==> config.mk <==
export PLATFORM = sky130hd
export DESIGN_NAME = fdr_out
export DESIGN_NICKNAME = d
export VERILOG_FILES = /design/src/design/fdr_pkg.sv /design/src/design/fdr_out.sv
export SDC_FILE = /design/constraint.sdc
export NUM_CORES = 1
export LEC_CHECK = 0
export BUFFER_PORTS_ARGS = -buffer_cell sky130_fd_sc_hd__buf_2
export CAP_MARGIN = 20
export CORE_AREA = 2 2 75 77
export DETAILED_ROUTE_END_ITERATION = 8
export DIE_AREA = 0 0 77 79
export PLACE_DENSITY = 0.89
export SYNTH_ARGS = -nofsm -noshare
export SYNTH_HDL_FRONTEND = slang
export SYNTH_SLANG_ARGS = --single-unit
==> constraint.sdc <==
create_clock -name clk -period 3.9 [get_ports clk]
set_input_delay 0.78 -clock clk [delete_from_list [all_inputs] [get_ports clk]]
set_output_delay 0.78 -clock clk [all_outputs]
set_load 0.02 [all_outputs]
==> src/design/fdr_pkg.sv <==
// ----------------------------------------------------------------------------
// fdr_pkg: shared types and constants for the framed datagram receiver
// Result codes, frame geometry, store sizing and the structs that link the
// frame parser, the payload store and the result sequencer.
// ----------------------------------------------------------------------------
`default_nettype none

package fdr_pkg;

  localparam int STORE_DEPTH     = 131072;
  localparam int MAX_FRAME_BYTES = 2048;

  // Store address, committed count and byte position widths
  localparam int ADDR_W = $clog2(STORE_DEPTH);
  localparam int CNT_W  = $clog2(STORE_DEPTH + 1);
  localparam int POS_W  = $clog2(MAX_FRAME_BYTES + 2);

  // Compare widths: position vs length+9, write address, store-full test
  localparam int CMP_W  = ((POS_W > 17) ? POS_W : 17) + 1;
  localparam int WA_W   = ((CNT_W > POS_W) ? CNT_W : POS_W) + 1;
  localparam int FULL_W = ((CNT_W > 16) ? CNT_W : 16) + 1;

  // Input actions
  localparam logic ACT_BYTE = 1'b0;
  localparam logic ACT_READ = 1'b1;

  // Result kinds
  localparam logic [1:0] KIND_ACK    = 2'd0;
  localparam logic [1:0] KIND_REJECT = 2'd1;
  localparam logic [1:0] KIND_READ   = 2'd2;

  // Status codes
  localparam logic [2:0] ST_OK       = 3'd0;
  localparam logic [2:0] ST_CHECKSUM = 3'd1;
  localparam logic [2:0] ST_SEQUENCE = 3'd2;
  localparam logic [2:0] ST_LENGTH   = 3'd3;
  localparam logic [2:0] ST_FULL     = 3'd4;

  // Ack frame constants
  localparam logic [7:0] ACK_FLAG = 8'h7E;
  localparam logic [7:0] ACK_FILL = 8'hFF;
  localparam int         ACK_LEN  = 9;
  localparam logic [15:0] ACK_SUM_BASE =
    16'(ACK_FLAG) + 16'(ACK_FILL) + 16'(ACK_FILL);

  typedef struct packed {
    logic              wr_en;
    logic [ADDR_W-1:0] wr_addr;
    logic [7:0]        wr_data;
    logic              rd_en;
    logic [ADDR_W-1:0] rd_addr;
  } mem_req_t;

  typedef struct packed {
    logic [1:0]       kind;
    logic [2:0]       status;
    logic [CNT_W-1:0] count;
    logic [7:0]       cmd;
    logic [7:0]       frame;
    logic             in_range;
  } result_t;

endpackage

`default_nettype wire

==> src/design/fdr_out.sv <==
// ----------------------------------------------------------------------------
// fdr_out: result register and ack sequencer
// Holds one pending result; an ack is played out as nine words.
// ----------------------------------------------------------------------------
`default_nettype none

module fdr_out (
  input  logic             clk,
  input  logic             rst_n,
  input  logic             load,
  input  fdr_pkg::result_t res_in,
  input  logic [7:0]       rd_data,
  output logic             load_ok,
  output logic             out_valid,
  input  logic             out_stall,
  output logic [1:0]       out_kind,
  output logic [7:0]       out_byte,
  output logic             out_last_of_run,
  output logic [2:0]       out_status,
  output logic [17:0]      out_committed_count
);

  logic             valid_r;
  fdr_pkg::result_t res_r;
  logic [3:0]       idx_r;
  logic [15:0]      ack_sum;
  logic             is_ack;
  logic             take;

  assign is_ack  = (res_r.kind == fdr_pkg::KIND_ACK);
  assign ack_sum = fdr_pkg::ACK_SUM_BASE + 16'(res_r.cmd) + 16'(res_r.frame);

  assign out_valid           = valid_r;
  assign out_kind            = res_r.kind;
  assign out_status          = res_r.status;
  assign out_committed_count = 18'(res_r.count);
  assign out_last_of_run     = is_ack ? (idx_r == 4'(fdr_pkg::ACK_LEN - 1)) : 1'b1;

  always_comb begin
    if (is_ack) begin
      case (idx_r)
        4'd0:    out_byte = fdr_pkg::ACK_FLAG;
        4'd1:    out_byte = fdr_pkg::ACK_FILL;
        4'd2:    out_byte = fdr_pkg::ACK_FILL;
        4'd3:    out_byte = res_r.cmd;
        4'd4:    out_byte = res_r.frame;
        4'd7:    out_byte = ack_sum[15:8];
        4'd8:    out_byte = ack_sum[7:0];
        default: out_byte = 8'h00;
      endcase
    end else if (res_r.kind == fdr_pkg::KIND_READ) begin
      out_byte = res_r.in_range ? rd_data : 8'h00;
    end else begin
      out_byte = 8'h00;
    end
  end

  assign take    = valid_r && !out_stall;
  assign load_ok = !valid_r || (take && out_last_of_run);

  // a load only comes with an empty register or with its final word leaving
  always_ff @(posedge clk) begin
    if (!rst_n) begin
      valid_r <= 1'b0;
      idx_r   <= '0;
    end else if (load) begin
      valid_r <= 1'b1;
      idx_r   <= '0;
    end else if (take) begin
      idx_r <= out_last_of_run ? 4'd0 : idx_r + 4'd1;
      if (out_last_of_run) valid_r <= 1'b0;
    end
  end

  always_ff @(posedge clk) begin
    if (load) res_r <= res_in;
  end

endmodule

`default_nettype wire

# --- Word level (Yosys, flattened, before mapping) ---
# Index checks and enable logic that the tools add are counted.
word_totals:
  register_bits: 45
  input_bits: 52
  out_inout_bits: 34
  wordCells: 40
op_classes:
  add_sub_neg: 3
  n_eq_ne: 7
  n_mux: 9
  bitwise_logic: 1
  n_reduce_logical: 12
op_table:
  columns: ["operator", "count"]
  rows:
  - ["one-hot mux 8 bit (6 select lines)", 1]
  - ["2-to-1 mux 8 bit", 3]
  - ["adder 11 x 8 -> 12 bit", 1]
  - ["adder 10 x 8 -> 11 bit, first input constant", 1]
  - ["equality test 4 x 2 -> 1 bit, second input constant", 2]
  - ["equality test 4 x 3 -> 1 bit, second input constant", 2]
  - ["adder 4 x 1 -> 4 bit, second input constant", 1]
  - ["equality test 4 x 1 -> 1 bit, second input constant", 1]
  - ["equality test 4 bit, second input constant", 1]
  - ["logical NOT 4 bit", 1]
  - ["2-to-1 mux 1 bit", 4]
  - ["2-to-1 mux 4 bit", 1]
  - ["nonzero test 2 bit", 2]
  - ["OR reduction 2 bit", 2]
  - ["equality test 2 bit, second input constant", 1]
  - ["logical AND 1 bit", 2]
  - ["logical NOT 1 bit", 2]
  - ["logical NOT 2 bit", 1]
  - ["AND reduction 2 bit", 1]
  - ["logical OR 1 bit", 1]
  - ["inverter 1 bit", 1]

# --- Logic depth before layout (Yosys ltp) ---
depth:
  ltp_word: 5
  mapped_depth: 9
  ltp_nobuf: 9

# --- Least setup slack after synthesis ---
# No wires, ideal clock.
synth_path:
  kind: "reg-to-output"
  start: "register res_r[2] (netlist name)"
  end: "output out_byte[7]"
  arrival_ps: 2493
  t_required_ps: 3120
  setup_slack_ps: 627
  path_stages_with_launch: 9
  n_path_buf: 0
  path_cell_list: "edfxtp_1 -> ha_1 -> ha_1 -> fa_1 -> a211oi_1 -> o21bai_1 -> a21oi_1 -> xor2_1 -> o31ai_1"
synth_via:
  elab_chain_cells: 3
synth_lines:
  columns: ["element", "line", "text"]
  rows:
  - ["start, declared", "fdr_out.sv:24", "fdr_pkg::result_t res_r;"]
  - ["start signal, assigned", "fdr_out.sv:76", "if (load) res_r <= res_in;"]
  - ["adder 11 x 8 -> 12 bit", "fdr_out.sv:31", "assign ack_sum = fdr_pkg::ACK_SUM_BASE + 16'(res_r.cmd) + 16'(res_r.frame);"]
  - ["one-hot mux 8 bit (6 select lines)", "fdr_out.sv:41", "case (idx_r)"]
  - ["2-to-1 mux 8 bit", "fdr_out.sv:40", "if (is_ack) begin"]
  - ["end, declared", "fdr_out.sv:17", "output logic [7:0] out_byte,"]
# No other way between the ends.

# --- Final worst setup path ---
# Ends and elaborated chain as after synthesis.

==> flow_summary.ini <==
[status]
outcome = finished, final reports clean

[placed_design]
io_buffers = 85
place_congestion = 0.902
post_dp_cell_area_um2 = 2860
dpl.hpwl_mm = 3.89

[logic_synthesis]
ys_ff_latch = 45
synth_fp_nets = 300
synth-main-ff-cell = edfxtp_1
synth_top_area_cell = edfxtp_1
synth.distinct_cells = 49
async_flop_share_pct = 0
synthTopCellsByArea = edfxtp_1 47%, ha_1 9.3%, buf_4 6.8%, inv_1 4.0%, dfxtp_1 3.9%
avgSynthCellArea_um2 = 11.2
synth-edff-count = 40
netlist_instances = 228
synth-seq-area-share_pct = 51.1
yosysMostFrequentCell = edfxtp_1
ys_warn_count = 0
synth_common_cells = 40 x edfxtp_1, 27 x inv_1, 23 x buf_4
synth_top_area_share_pct = 47.2
syn_area_um2 = 2540

[power]
power.switching_mw = 0.311
swShare_pct = 28.1
p_clk_share_pct = 24.9
ir_drop_v = 0.000319
power.density_nw_per_um2 = 375
internal-power_mw = 0.794
cellLeakagePower_nw = 1.29
comb_power_share_pct = 22.8
p_seq_share_pct = 52.3

[final_layout]
final_area_um2 = 2950
areaGrowthSynthToFinish_pct = 15.8
fin_util_pct = 55.2
diodes = 0
fin_nets = 363
drive_gt1_share_pct = 34.2

[route]
avgRoutedWirePerCell_um = 13.6
drt_iter0_drc = 91
viasPerCell = 5.14
num_vias = 1872
drc = 0
wl_mm = 4.96
ant_nets = 0
first_pass_iters = 4

[floorplan]
fp-row-count = 27
die_w_um = 77
fp.coreArea_um2 = 5340
io_pins = 86
die_y_um = 79
initial_core_util_pct = 47.7
die_area_um2 = 6080

[critical_path]
slowest_stage = fa_1
arrival_ns = 2.83
worstSetupEndpointType = output port
crit_required_ns = 3.12
startpoint_type = flop
cp_cell_sequence = ha_1 > ha_1 > fa_1 > a211oi_1 > o21bai_1 > a21oi_1 > xor2_1 > o31ai_1 > buf_2
crit_top_cell = ha_1
path_buf_inv = 1
critPathMaxStageDelay_ns = 0.44
critical_path_peak_fanout = 3
critPathKind = reg -> out
critPathTopFamily = adder cells

[sta]
setup_tns_ns = 0
slew_headroom_pct = 43.3
rsz0062_at_grt = false
fin_crit_ns = 3.61
timing.hold.ws_ns = 0.519
finalCritPeriodShare_pct = 92.5
timing.fmax_ghz = 0.277
worst_slew_pin_slew_ns = 0.850
setup_violations = 0
slew_viol_final = 0
clock-skew-final_ns = 0.00241
hold_viol = 0

[clock_tree]
cts_hold_buffers = 0
worstSkewPairLatency_ns = 0.29
cts-buffers-inserted = 5
cts_resized = 0
h-tree-depth = 2
post_cts_buffers = 0
cts_tree = yes
cts.reportedPaths.clkPinSlew_ns = 0.08
cts_sinks = 45
cts_buffer_depth = 2
root_buffer = clkbuf_8

[global_routing]
grt_use_total_pct = 16.5
overflow = 0
met2_usage_pct = 27.2
antenna_found_initial = 0
use_met1_pct = 19.5
grt_max_degree = 42
use_met3_pct = 6.70
busiest_layer = met2
grt_pass1_wl_mm = 7.77
grt_pass1_vias = 1781

[flow_run]
max_cap_viol_count = 0

[min_path]
hp-class = reg -> reg
cell type report:
type	instances	area, um2
Inverter	27	101
Multi-Input combinational cell	127	942
Fill cell	478	2390
Tap cell	72	90.1
Timing Repair Buffer	85	425
Clock inverter	2	15.0
Sequential cell	45	1300
Clock buffer	6	72.6
per-layer routing:
metal	wire [um]	share of wire [%]	up-vias
li1	-	-	927
met1	2040	41	852
met2	2310	47	87
met3	541	11	6
met4	67	1.4	0
met5	0	0	-
metrics by stage:
| stage | worst slack (ns) | power [mW] | cells |
|---|---|---|---|
| CTS | 0.300 | 1.12 | 364 |
| global placement | 0.691 | 0.833 | 356 |
| global route | 0.0970 | 1.16 | 364 |
| floorplan | 0.627 | 0.778 | 228 |
| detailed placement | 0.638 | 0.840 | 356 |
| finish | 0.294 | 1.10 | 364 |
power by group through the flow:
stage	Combinational (mW)	Sequential, mW	Clock, mW
floorplan	0.192	0.585	0
global placement	0.245	0.587	0
detailed placement	0.251	0.589	0
CTS	0.252	0.578	0.285
global route	0.280	0.582	0.296
finish	0.252	0.577	0.275
worst paths after layout:
kind / cells after the start / slack [ns] / end / from
max: 9 / 0.29 / out_byte[7] / res_r[2]
min: 2 / 0.52 / out_valid / out_valid
max reg2reg: 6 / 1.82 / idx_r[3] / idx_r[0]
min reg2reg: 2 / 0.52 / out_valid / out_valid
placed cells by master, fill, tap and decap left out, types with 6 or more instances in the layout:
cell / synthesis / final
a211oi_1: 7 / 7
a21oi_1: 15 / 15
buf_2: 4 / 85
edfxtp_1: 40 / 40
ha_1: 19 / 19
inv_1: 27 / 27
nand2_1: 11 / 11
nor2_1: 9 / 9
o21ai_0: 6 / 6
logic make-up (layout without fill, tap and decap cells):
family,after synthesis,count (layout),share of synthesized area [%]
fa+ha+maj,20,20,10.1
buf+inv,56,120,11.8
compound gates,58,58,15.8
simple gates,45,45,9.69
flops,45,45,51.1
xor+xnor,4,4,1.38
registers in the layout, summed over array words and instances (netlist names):
signal	flops
out_valid	1
res_r	17
out_kind	2
out_status	3
idx_r	4
out_committed_count	18
worst min-delay path: cells and delay by family (launching register included):
kind,cells,cell delay [ns]
DFF,1,0.33
AOI/OAI and AO/OA,1,0.07
and+or+nand+nor,1,0.07
Power figures use the tool's default switching activity.
