<file path="src/design/fdr_pkg.sv">
// ----------------------------------------------------------------------------
// fdr_pkg: shared types and constants for the framed datagram receiver
// Result codes, frame geometry, store sizing and the structs that link the
// frame parser, the payload store and the result sequencer.
// ----------------------------------------------------------------------------
`default_nettype none

package fdr_pkg;

  localparam int STORE_DEPTH     = 131072;
  localparam int MAX_FRAME_BYTES = 2048;

  // Store address, committed count and byte position widths
  localparam int ADDR_W = $clog2(STORE_DEPTH);
  localparam int CNT_W  = $clog2(STORE_DEPTH + 1);
  localparam int POS_W  = $clog2(MAX_FRAME_BYTES + 2);

  // Compare widths: position vs length+9, write address, store-full test
  localparam int CMP_W  = ((POS_W > 17) ? POS_W : 17) + 1;
  localparam int WA_W   = ((CNT_W > POS_W) ? CNT_W : POS_W) + 1;
  localparam int FULL_W = ((CNT_W > 16) ? CNT_W : 16) + 1;

  // Input actions
  localparam logic ACT_BYTE = 1'b0;
  localparam logic ACT_READ = 1'b1;

  // Result kinds
  localparam logic [1:0] KIND_ACK    = 2'd0;
  localparam logic [1:0] KIND_REJECT = 2'd1;
  localparam logic [1:0] KIND_READ   = 2'd2;

  // Status codes
  localparam logic [2:0] ST_OK       = 3'd0;
  localparam logic [2:0] ST_CHECKSUM = 3'd1;
  localparam logic [2:0] ST_SEQUENCE = 3'd2;
  localparam logic [2:0] ST_LENGTH   = 3'd3;
  localparam logic [2:0] ST_FULL     = 3'd4;

  // Ack frame constants
  localparam logic [7:0] ACK_FLAG = 8'h7E;
  localparam logic [7:0] ACK_FILL = 8'hFF;
  localparam int         ACK_LEN  = 9;
  localparam logic [15:0] ACK_SUM_BASE =
    16'(ACK_FLAG) + 16'(ACK_FILL) + 16'(ACK_FILL);

  typedef struct packed {
    logic              wr_en;
    logic [ADDR_W-1:0] wr_addr;
    logic [7:0]        wr_data;
    logic              rd_en;
    logic [ADDR_W-1:0] rd_addr;
  } mem_req_t;

  typedef struct packed {
    logic [1:0]       kind;
    logic [2:0]       status;
    logic [CNT_W-1:0] count;
    logic [7:0]       cmd;
    logic [7:0]       frame;
    logic             in_range;
  } result_t;

endpackage

`default_nettype wire

</file>
<file path="src/design/fdr_frame.sv">
// ----------------------------------------------------------------------------
// fdr_frame: datagram byte parser and frame verdict
// Tracks header fields, checksum and position; issues store writes and
// reads; decides accept/reject at end of datagram.
// ----------------------------------------------------------------------------
`default_nettype none

module fdr_frame (
  input  logic               clk,
  input  logic               rst_n,
  input  logic               accept,
  input  logic               action,
  input  logic [7:0]         frame_byte,
  input  logic               end_of_datagram,
  input  logic [16:0]        read_address,
  output fdr_pkg::mem_req_t  mem_req,
  output fdr_pkg::result_t   result
);

  localparam int PW = fdr_pkg::POS_W;
  localparam int CW = fdr_pkg::CMP_W;
  localparam int NW = fdr_pkg::CNT_W;
  localparam int WW = fdr_pkg::WA_W;
  localparam int FW = fdr_pkg::FULL_W;
  localparam int AW = fdr_pkg::ADDR_W;

  logic [PW-1:0] pos_r, pos_nxt;
  logic [7:0]    cmd_r, cmd_nxt;
  logic [7:0]    frm_r, frm_nxt;
  logic [15:0]   len_r, len_nxt;
  logic [15:0]   sum_r, sum_nxt;
  logic [15:0]   rsum_r, rsum_nxt;
  logic [7:0]    seq_r;
  logic [NW-1:0] cnt_r;

  logic          is_byte, is_end, in_win;
  logic [CW-1:0] p_ext, len_ext;
  logic [WW-1:0] wa;
  logic [NW:0]   ra_ext;
  logic [FW-1:0] full_sum;
  logic [2:0]    status;
  logic          ok;

  assign is_byte = accept && (action == fdr_pkg::ACT_BYTE);
  assign is_end  = is_byte && end_of_datagram;
  assign p_ext   = CW'(pos_r);
  assign len_ext = CW'(len_r);
  assign in_win  = p_ext < CW'(fdr_pkg::MAX_FRAME_BYTES);
  assign wa      = WW'(cnt_r) + WW'(pos_r) - WW'(7);

  always_comb begin
    cmd_nxt  = cmd_r;
    frm_nxt  = frm_r;
    len_nxt  = len_r;
    sum_nxt  = sum_r;
    rsum_nxt = rsum_r;
    if (in_win) begin
      if (p_ext == CW'(3)) cmd_nxt = frame_byte;
      if (p_ext == CW'(4)) frm_nxt = frame_byte;
      if (p_ext == CW'(5)) len_nxt = {frame_byte, 8'h00};
      if (p_ext == CW'(6)) len_nxt = len_r | {8'h00, frame_byte};
      if ((p_ext <= CW'(6)) || (p_ext <= len_ext + CW'(6))) begin
        sum_nxt = sum_r + {8'h00, frame_byte};
      end
      if ((p_ext >= CW'(7)) && (p_ext == len_ext + CW'(7))) begin
        rsum_nxt = {frame_byte, 8'h00};
      end
      if ((p_ext >= CW'(7)) && (p_ext == len_ext + CW'(8))) begin
        rsum_nxt = rsum_r | {8'h00, frame_byte};
      end
    end
    // count saturates one past the frame limit
    pos_nxt = (p_ext <= CW'(fdr_pkg::MAX_FRAME_BYTES)) ? pos_r + PW'(1) : pos_r;
  end

  // Payload write, only while inside the store
  always_comb begin
    mem_req.wr_en   = is_byte && in_win && (p_ext >= CW'(7)) &&
                      (p_ext <= len_ext + CW'(6)) &&
                      (wa < WW'(fdr_pkg::STORE_DEPTH));
    mem_req.wr_addr = wa[AW-1:0];
    mem_req.wr_data = frame_byte;
    ra_ext          = (NW+1)'(read_address);
    mem_req.rd_en   = accept && (action == fdr_pkg::ACT_READ);
    mem_req.rd_addr = ra_ext[AW-1:0];
  end

  // Verdict, in priority order
  assign full_sum = FW'(cnt_r) + FW'(len_nxt);
  always_comb begin
    if ((CW'(pos_nxt) > CW'(fdr_pkg::MAX_FRAME_BYTES)) ||
        (CW'(pos_nxt) != CW'(len_nxt) + CW'(9))) begin
      status = fdr_pkg::ST_LENGTH;
    end else if (sum_nxt != rsum_nxt) begin
      status = fdr_pkg::ST_CHECKSUM;
    end else if ((frm_nxt != seq_r) && (frm_nxt != seq_r + 8'd1)) begin
      status = fdr_pkg::ST_SEQUENCE;
    end else if (full_sum > FW'(fdr_pkg::STORE_DEPTH)) begin
      status = fdr_pkg::ST_FULL;
    end else begin
      status = fdr_pkg::ST_OK;
    end
  end
  assign ok = (status == fdr_pkg::ST_OK);

  always_comb begin
    result.cmd      = cmd_nxt;
    result.frame    = frm_nxt;
    result.in_range = ra_ext < (NW+1)'(fdr_pkg::STORE_DEPTH);
    if (action == fdr_pkg::ACT_READ) begin
      result.kind   = fdr_pkg::KIND_READ;
      result.status = fdr_pkg::ST_OK;
      result.count  = cnt_r;
    end else if (ok) begin
      result.kind   = fdr_pkg::KIND_ACK;
      result.status = fdr_pkg::ST_OK;
      result.count  = cnt_r + NW'(len_nxt);
    end else begin
      result.kind   = fdr_pkg::KIND_REJECT;
      result.status = status;
      result.count  = cnt_r;
    end
  end

  always_ff @(posedge clk) begin
    if (!rst_n) begin
      pos_r  <= '0;
      cmd_r  <= '0;
      frm_r  <= '0;
      len_r  <= '0;
      sum_r  <= '0;
      rsum_r <= '0;
      seq_r  <= '0;
      cnt_r  <= '0;
    end else if (is_end) begin
      pos_r  <= '0;
      cmd_r  <= '0;
      frm_r  <= '0;
      len_r  <= '0;
      sum_r  <= '0;
      rsum_r <= '0;
      if (ok) begin
        cnt_r <= cnt_r + NW'(len_nxt);
        seq_r <= seq_r + 8'd1;
      end
    end else if (is_byte) begin
      pos_r  <= pos_nxt;
      cmd_r  <= cmd_nxt;
      frm_r  <= frm_nxt;
      len_r  <= len_nxt;
      sum_r  <= sum_nxt;
      rsum_r <= rsum_nxt;
    end
  end

endmodule

`default_nettype wire

</file>
<file path="config.mk">
export PLATFORM = sky130hd
export DESIGN_NAME = fdr_frame
export DESIGN_NICKNAME = d
export VERILOG_FILES = /design/src/design/fdr_pkg.sv /design/src/design/fdr_frame.sv
export SDC_FILE = /design/constraint.sdc
export NUM_CORES = 1
export LEC_CHECK = 0
export BUFFER_PORTS_ARGS = -buffer_cell sky130_fd_sc_hd__buf_2
export CAP_MARGIN = 10
export CORE_UTILIZATION = 45
export CTS_CLUSTER_SIZE = 25
export DETAILED_ROUTE_END_ITERATION = 16
export PLACE_DENSITY = 0.68
export SYNTH_ARGS = -nofsm -noshare
export SYNTH_HDL_FRONTEND = slang
export SYNTH_SLANG_ARGS = --single-unit
</file>
<file path="constraint.sdc">
create_clock -name clk -period 9.5 [get_ports clk]
set_input_delay 1.9 -clock clk [delete_from_list [all_inputs] [get_ports clk]]
set_output_delay 1.9 -clock clk [all_outputs]
set_load 0.005 [all_outputs]
</file>
=== Yosys cells after proc, flatten, opt, wreduce, memory -nomap -nowiden ===
Cells that the tools add are included.

* Register bits after elaboration: 102
* Input bits: 30
* Output and inout port bits: 84
* Word-level logic and storage cells: 76

* Add/sub/neg operators: 11
* $lt $le $gt $ge: 9
* Equal/unequal tests: 10
* Multiplexer cells: 19
* Bitwise logic cells: 4
* Reductions and logical operators: 15

{| class="wikitable"
|+ Operators by type and width
! operator !! count
|-
| $mux 16 || 8
|-
| $eq 12x3->1 const B || 3
|-
| $add 16x3->17 const B || 2
|-
| $add 16x4->17 const B || 2
|-
| $eq 12x17->1 || 2
|-
| $mux 8 || 4
|-
| $or 16x8->16 || 2
|-
| $mux 23 || 1
|-
| $mux 22 || 1
|-
| $add 18x12->19 || 1
|-
| $add 18x16->19 || 1
|-
| $gt 19x18->1 const B || 1
|-
| $lt 19x18->1 const B || 1
|-
| $sub 19x3->19 const B || 1
|-
| $add 18x16->18 || 1
|-
| $lt 17x18->1 const B || 1
|-
| $le 12x17->1 || 1
|-
| $ne 12x17->1 || 1
|-
| $add 16x8->16 || 1
|-
| $ne 16x16->1 || 1
|-
| $ne 8x8->1 || 2
|-
| $add 12x1->12 const B || 1
|-
| $eq 12x2->1 const B || 1
|-
| $ge 12x3->1 const B || 1
|-
| 13 further kinds || 27
|}

=== Depth between registers and ports, before layout ===
Gate-level depths: netlist of the first run.

* Depth after elaboration: 13
* Gate-level depth with buffers: 26

=== Worst setup path before layout of the first run ===
No wires, ideal clock.

* Path kind: input to output
* Start: in frame_byte[0]
* End: out result[23] (netlist name)
* Arrival: 6.255 ns
* Data required time: 7.600 ns
* Setup slack: 1.345 ns
* Cell stages on the path: 19
* Buffers on the path: 3
* Cells stage by stage: clkbuf_1 > a22o_1 > ha_1 > fa_1 > a21o_1 > a21oi_1 > o21ai_0 > a2111o_1 > and2_1 > xor2_1 > a2111o_1 > nor4_1 > a21o_1 > and2_1 > clkbuf_1 > inv_1 > nor3_4 > buf_6 > mux2_4

{| class="wikitable"
|+ RTL lines
! element !! RTL line !! source
|-
| start: declaration || fdr_frame.sv:13 || <nowiki>input logic [7:0] frame_byte,</nowiki>
|-
| end: declaration || fdr_frame.sv:17 || <nowiki>output fdr_pkg::result_t result</nowiki>
|}

==> results.sh, run 1 <==
export IMPL_outcome="completed"
export IMPL_start_util_pct=46.45
export IMPL_grt_max_degree=62
export IMPL_ios=114
export IMPL_port_buffers=78
export IMPL_relSlewSlack_pct=22.91
export IMPL_hold_violations=0
export IMPL_grt_pass1_wl_mm=49.07
export IMPL_avgSynthCellArea_um2=7.560
export IMPL_postRouteAntennaNets=0
export IMPL_drive_gt1_share_pct=11.76
export IMPL_htree_levels=3
export IMPL_via_per_inst=5.861
export IMPL_reg2regPathDepth=20
export IMPL_synthesis_nets=1521
export IMPL_crit_required_ns=7.60
export IMPL_r2r_start="pos_r[0]"
export IMPL_cts_setup_buffers=0
export IMPL_ys_warn_count=0
export IMPL_clockRootBuffer="clkbuf_16"
export IMPL_timing_fmax_ghz=0.1142
export IMPL_cp_slowest_stage_delay_ns=0.48
export IMPL_die_area_um2=24340
export IMPL_fin_crit_ns=8.755
export IMPL_tightest_slew_ns=1.153
export IMPL_grt_usage_pct=25.31
export IMPL_rsz0062_at_grt="no"
export IMPL_drv_slew=0
export IMPL_hold_buffers=0
export IMPL_place_area_um2=11050
export IMPL_dieHeight_um=156.0
export IMPL_p_per_area_nw_per_um2=91.26
export IMPL_mostFrequentLayoutCells="nor2_1, nand2_1, dfxtp_1"
export IMPL_firstDrtPassIters=6
export IMPL_clkTransAtPathRegs_ns=0.08
export IMPL_hp_class="reg -> reg"
export IMPL_grt_pass1_vias=9187
export IMPL_crit_arrival_ns=6.85
export IMPL_antennaDiodeCount=0
export IMPL_fin_crit_sh_pct=92.15
export IMPL_dieWidth_um=156.0
export IMPL_gr_total_overflow=0
export IMPL_cts_made_buffers=9
export IMPL_critPathKind="reg -> out"
export IMPL_yosys_register_bits=102
export IMPL_flow_area_growth_from_synthesis_pct=6.294
export IMPL_setup_tns_ns=0
export IMPL_ys_dominant_reg_cell="dfxtp_1"
export IMPL_setup_worst_path_end="result[19]"
export IMPL_cts_resized=0
export IMPL_cp_start_kind="flop"
export IMPL_vias=10100
export IMPL_mostFrequentLayoutCell="nor2_1"
export IMPL_final_area_um2=11350
export IMPL_cellLeakagePower_nw=4.527
export IMPL_routedWlPerCell_um=17.66
export IMPL_ir_drop_mv=0.08413
export IMPL_whs_ns=0.4894
export IMPL_cp_slowest_cell="dfxtp_1"
export IMPL_max_cap_violations=0
export IMPL_dp_hpwl_mm=22.89
export IMPL_synth_area_um2=10680
export IMPL_core_um2=22980
export IMPL_clock_skew_ns=0.009282
export IMPL_drc=0
export IMPL_worstSetupEndpointType="output port"
export IMPL_synth_top_cell_by_area="dfxtp_1"
export IMPL_path_max_fanout=16
export IMPL_antenna_found_initial=1
export IMPL_synth_enable_flop_cells=0
export IMPL_r2r_end="cnt_r[4]"
export IMPL_drt_initial_drc_count=789
export IMPL_finalSetupViolations=0
export IMPL_routabilityCongestion=0.9455
export IMPL_synth_area_top_cells="dfxtp_1, ha_1, xnor2_1"
export IMPL_clockBufferDepth=2
export IMPL_cts_tree="yes"
export IMPL_insertion_delay_ns=0.36
export IMPL_synth_cell_types=84
export IMPL_fin_nets=1515
export IMPL_r2r_slack_ns=2.69
export IMPL_async_reset_ff_share_pct=0
export IMPL_ys_seq_area_share_pct=19.13
export IMPL_syn_inst=1412
export IMPL_wirelength_mm=30.45
export IMPL_cp_startpoint="pos_r[0]"
export IMPL_synth_top_area_share_pct=19.13
export IMPL_worstPathCellList="inv_1 > ha_1 > nor4bb_1 > nand3_1 > a22o_1 > ha_1 > fa_1 > a21o_1 > a21oi_1 > o21ai_0 > a211o_1 > a2111oi_0 > nand4_1 > a2111o_1 > nor4_1 > a21o_1 > and2_1 > inv_1 > nor3_4 > buf_4 > mux2_2 > buf_2"
export IMPL_cts_sinks=102
export IMPL_rows=55
worst min path at each step:
stage	startpoint	end	slack, ns	depth (start not counted)
floorplan	rsum_r[1]	rsum_r[1]	0.45	2
global placement	cnt_r[8]	cnt_r[8]	0.47	2
detailed placement	rsum_r[1]	rsum_r[1]	0.48	2
CTS	rsum_r[1]	rsum_r[1]	0.49	2
global route	cnt_r[9]	cnt_r[9]	0.50	2
finish	cnt_r[8]	cnt_r[8]	0.49	2
final cells by class:
type | instances | area (um2)
multi-input combinational | 1110 | 7749
clock inverter | 7 | 72.57
timing repair buffer | 100 | 555.5
sequential | 102 | 2042
inverter | 83 | 311.5
fill | 2295 | 11640
tap | 313 | 391.6
clock buffer | 9 | 225.2
flip-flops by register name, indices dropped and copies added, names as in the netlist:
name    count
cnt_r      18
len_r      16
rsum_r     16
sum_r      16
pos_r      12
cmd_r       8
frm_r       8
seq_r       8
layer usage:
metal  track usage, %  part of all wire (%)  vias up
met5                0                     0        -
met1            36.50                    48     4726
met2            38.80                    43      360
met4            8.637                   2.4        0
met3            2.694                   6.4       44
li1                 -                     -     4974
worst max-delay path, delay by kind of cell (launching register included):
kind,cells,cell delay (ns)
compound gates,8,2.25
fa+ha+maj,3,1.01
simple gates,6,1.48
mux,1,0.37
flops,1,0.48
buf+inv,4,0.87
stage by stage:
| stage | std cells | utilization, % | setup WS [ns] | power (W) |
|---|---|---|---|---|
| floorplan | 1412 | - | 1.345 | 0.0006137 |
| global placement | 1708 | 48.07 | 0.9287 | 0.0006629 |
| global route | 1724 | 49.37 | 0.3001 | 0.001084 |
| CTS | 1724 | 49.37 | 0.7808 | 0.001038 |
| finish | 1724 | 49.37 | 0.7455 | 0.001035 |
| detailed placement | 1708 | 48.07 | 0.8246 | 0.0006645 |
cells by family after synthesis:
group,synth area share [%]
AND/OR/NAND/NOR,25.98
AO/OA/AOI/OAI,17.34
buffers and inverters,8.556
XOR/XNOR,10.50
flip-flops,19.13
multiplexers,8.990
adder cells (fa/ha/maj),9.470
other,0.03513
where the power goes:
part / switching, W / internal, W
clock: 0.000192 / 0.000185
combinational: 0.000126 / 0.0000808
sequential: 0.0000145 / 0.000437
synth_stat cells (all sizes together), types with 12 or more instances:
library cell,number
a21oi,73
buf,54
nand2,112
mux2i,67
nor2b,13
o21ai,50
xor2,38
a211oi,33
nor4,27
nand2b,26
o211ai,13
nor2,139
and2,20
nand4,22
inv,83
nand3,39
ha,76
and3,12
nor3,51
clkbuf,63
or3,16
a21o,12
mux2,23
dfxtp,102
xnor2,90
Note: power is estimated with default switching activity, not from simulation.
==> run 2: changes to the inputs <==
--- a/config.mk
+++ b/config.mk
@@ -8,9 +8,11 @@
 export BUFFER_PORTS_ARGS = -buffer_cell sky130_fd_sc_hd__buf_2
 export CAP_MARGIN = 10
 export CORE_UTILIZATION = 45
-export CTS_CLUSTER_SIZE = 25
+export CTS_CLUSTER_SIZE = 16
 export DETAILED_ROUTE_END_ITERATION = 16
 export PLACE_DENSITY = 0.68
+export RECOVER_POWER = 100
 export SYNTH_ARGS = -nofsm -noshare
 export SYNTH_HDL_FRONTEND = slang
 export SYNTH_SLANG_ARGS = --single-unit
+export TNS_END_PERCENT = 100
==> run 2 against run 1 <==
  * The run now ends with capacitance limit, slew limit left
  * Worst setup slack got worse by 0.096 ns
  * Sequential share of layout area up 0.18 points
  * Critical path depth is 1 lower
  * Die area unchanged
  * Register-to-register slack got worse by 0.64 ns
  * Clock power is essentially flat
==> results.sh, run 2 (same netlist as run 1, synthesis figures left out) <==
export IMPL_grt_max_degree=62
export IMPL_cp_slowest_cell="clkbuf_1"
export IMPL_port_buffers=78
export IMPL_cts_resized=0
export IMPL_postRouteAntennaNets=0
export IMPL_timing_fmax_ghz=0.1130
export IMPL_drt_initial_drc_count=827
export IMPL_routabilityCongestion=0.9455
export IMPL_tightest_slew_ns=2.887
export IMPL_critPathKind="reg -> out"
export IMPL_r2r_start="pos_r[2]"
export IMPL_nFillCells=2320
export IMPL_setup_worst_path_end="result[19]"
export IMPL_violations="capacitance limit, slew limit"
export IMPL_flow_area_growth_from_synthesis_pct=5.251
export IMPL_seqPwrFrac_pct=43.6
export IMPL_regMostFlops="cnt_r"
export IMPL_fin_crit_ns=8.850
export IMPL_intPower_w=0.0006999
export IMPL_grt_usage_pct=25.31
export IMPL_antennaDiodeCount=0
export IMPL_antenna_found_initial=1
export IMPL_gr_total_overflow=0
export IMPL_hold_violations=0
export IMPL_crit_required_ns=7.60
export IMPL_rows=55
export IMPL_cp_start_kind="flop"
export IMPL_drive_gt1_share_pct=8.221
export IMPL_start_util_pct=46.45
export IMPL_vias=10150
export IMPL_relSlewSlack_pct=-92.44
export IMPL_final_area_um2=11240
export IMPL_grt_pass1_wl_mm=49.07
export IMPL_r2r_end="cnt_r[4]"
export IMPL_cpMostUsedCell="a21o_1"
export IMPL_firstDrtPassIters=5
export IMPL_die_area_um2=24340
export IMPL_wirelength_mm=30.37
export IMPL_dp_hpwl_mm=22.89
export IMPL_mostFrequentLayoutCell="nor2_1"
export IMPL_path_delay_family="compound AO/OA/AOI/OAI gates"
export IMPL_cp_slowest_stage_delay_ns=0.86
export IMPL_outcome="complete, but fails checks"
export IMPL_grt_pass1_vias=9187
export IMPL_wl_met1_mm=14.48
export IMPL_register_area_um2=2042
export IMPL_combPwrFrac_pct=19.8
export IMPL_drv_slew=137
export IMPL_place_area_um2=11050
export IMPL_worstPathCellList="clkbuf_1 > nor4bb_1 > nand3_1 > a22o_1 > ha_1 > fa_1 > a21o_1 > a21oi_1 > o21ai_0 > a211o_1 > a2111oi_0 > nand4_1 > a2111o_1 > nor4_1 > a21o_1 > and2_1 > inv_1 > nor3_4 > buf_4 > mux2_2 > buf_2"
export IMPL_insertion_delay_ns=0.37
export IMPL_drc=0
export IMPL_critPathBufInv=4
export IMPL_cts_setup_buffers=0
export IMPL_path_depth=21
export IMPL_clockBufferDepth=2
export IMPL_largest_reg_flops=18
export IMPL_ios=114
export IMPL_clockRootBuffer="clkbuf_16"
export IMPL_wl_met3_mm=1.940
export IMPL_cts_made_buffers=9
export IMPL_hold_buffers=0
export IMPL_clock_skew_ns=0.009922
export IMPL_hp_class="reg -> reg"
export IMPL_max_cap_violations=3
export IMPL_p_sw_w=0.0003340
export IMPL_rsz0062_at_grt="no"
export IMPL_dieWidth_um=156.0
export IMPL_worstSetupEndpointType="output port"
export IMPL_swShare_pct=32.30
export IMPL_wl_met2_mm=13.26
export IMPL_fin_crit_sh_pct=93.16
export IMPL_multi_input_area_um2=7710
export IMPL_via_per_inst=5.890
export IMPL_reg2regPathDepth=19
export IMPL_ir_drop_mv=0.08521
export IMPL_r2r_slack_ns=2.05
export IMPL_cellLeakagePower_nw=4.423
export IMPL_mostFrequentLayoutCells="nor2_1, nand2_1, dfxtp_1"
export IMPL_core_um2=22980
export IMPL_finalSetupViolations=0
export IMPL_htree_levels=3
export IMPL_top_layer="met4"
export IMPL_path_max_fanout=25
export IMPL_cp_startpoint="pos_r[2]"
export IMPL_fin_nets=1515
export IMPL_crit_arrival_ns=6.95
export IMPL_routedWlPerCell_um=17.62
export IMPL_cts_sinks=102
export IMPL_dieHeight_um=156.0
export IMPL_p_per_area_nw_per_um2=92.02
export IMPL_clkTransAtPathRegs_ns=0.08
export IMPL_setup_tns_ns=0
export IMPL_cts_tree="yes"
export IMPL_clockPowerShare_pct=36.5
[run 2: stage by stage]
| step | total power (W) | util [%] | hold slack, ns | std cells | worst slack [ns] |
|---|---|---|---|---|---|
| floorplan | 0.0006137 | - | 0.4498 | 1412 | 1.345 |
| global placement | 0.0006629 | 48.07 | 0.4668 | 1708 | 0.9287 |
| detailed placement | 0.0006645 | 48.07 | 0.4787 | 1708 | 0.8246 |
| CTS | 0.001038 | 49.37 | 0.4889 | 1724 | 0.7808 |
| global route | 0.001082 | 48.88 | 0.5025 | 1724 | 0.2441 |
| finish | 0.001034 | 48.88 | 0.4894 | 1724 | 0.6499 |
[run 2: power groups by stage]
stage	clock network [W]	registers, W	logic (W)
2_1_floorplan	0	0.000452	0.000162
3_3_place_gp	0	0.000461	0.000202
3_5_place_dp	0	0.000461	0.000204
4_1_cts	0.000383	0.000451	0.000205
5_1_grt	0.000402	0.000453	0.000227
6_report	0.000378	0.000451	0.000205
[run 2: cell type report]
cell class                 count  area share, %
timing repair buffer         100          4.298
clock inverter                 7         0.6459
sequential                   102          18.17
clock buffer                   9          2.004
tap                          313          3.486
multi-input combinational   1110          68.62
inverter                      83          2.773
[run 2: tightest hold or removal path: stages, from the launching register on]
cell and delay (ns):
dfxtp_1 0.33, nand2_1 0.06, mux2i_1 0.05
[run 2: worst min path at each step]
stage | start | to | slack, ns | cells past startpoint
2_1_floorplan | rsum_r[1] | rsum_r[1] | 0.45 | 2
3_3_place_gp | cnt_r[8] | cnt_r[8] | 0.47 | 2
3_5_place_dp | rsum_r[1] | rsum_r[1] | 0.48 | 2
4_1_cts | rsum_r[1] | rsum_r[1] | 0.49 | 2
5_1_grt | cnt_r[9] | cnt_r[9] | 0.50 | 2
6_report | cnt_r[8] | cnt_r[8] | 0.49 | 2
[run 2: per-layer routing]
| metal | track usage (%) | vias up |
|---|---|---|
| met5 | 0 | - |
| li1 | - | 4965 |
| met2 | 38.80 | 376 |
| met3 | 2.694 | 40 |
| met4 | 8.637 | 0 |
| met1 | 36.50 | 4773 |
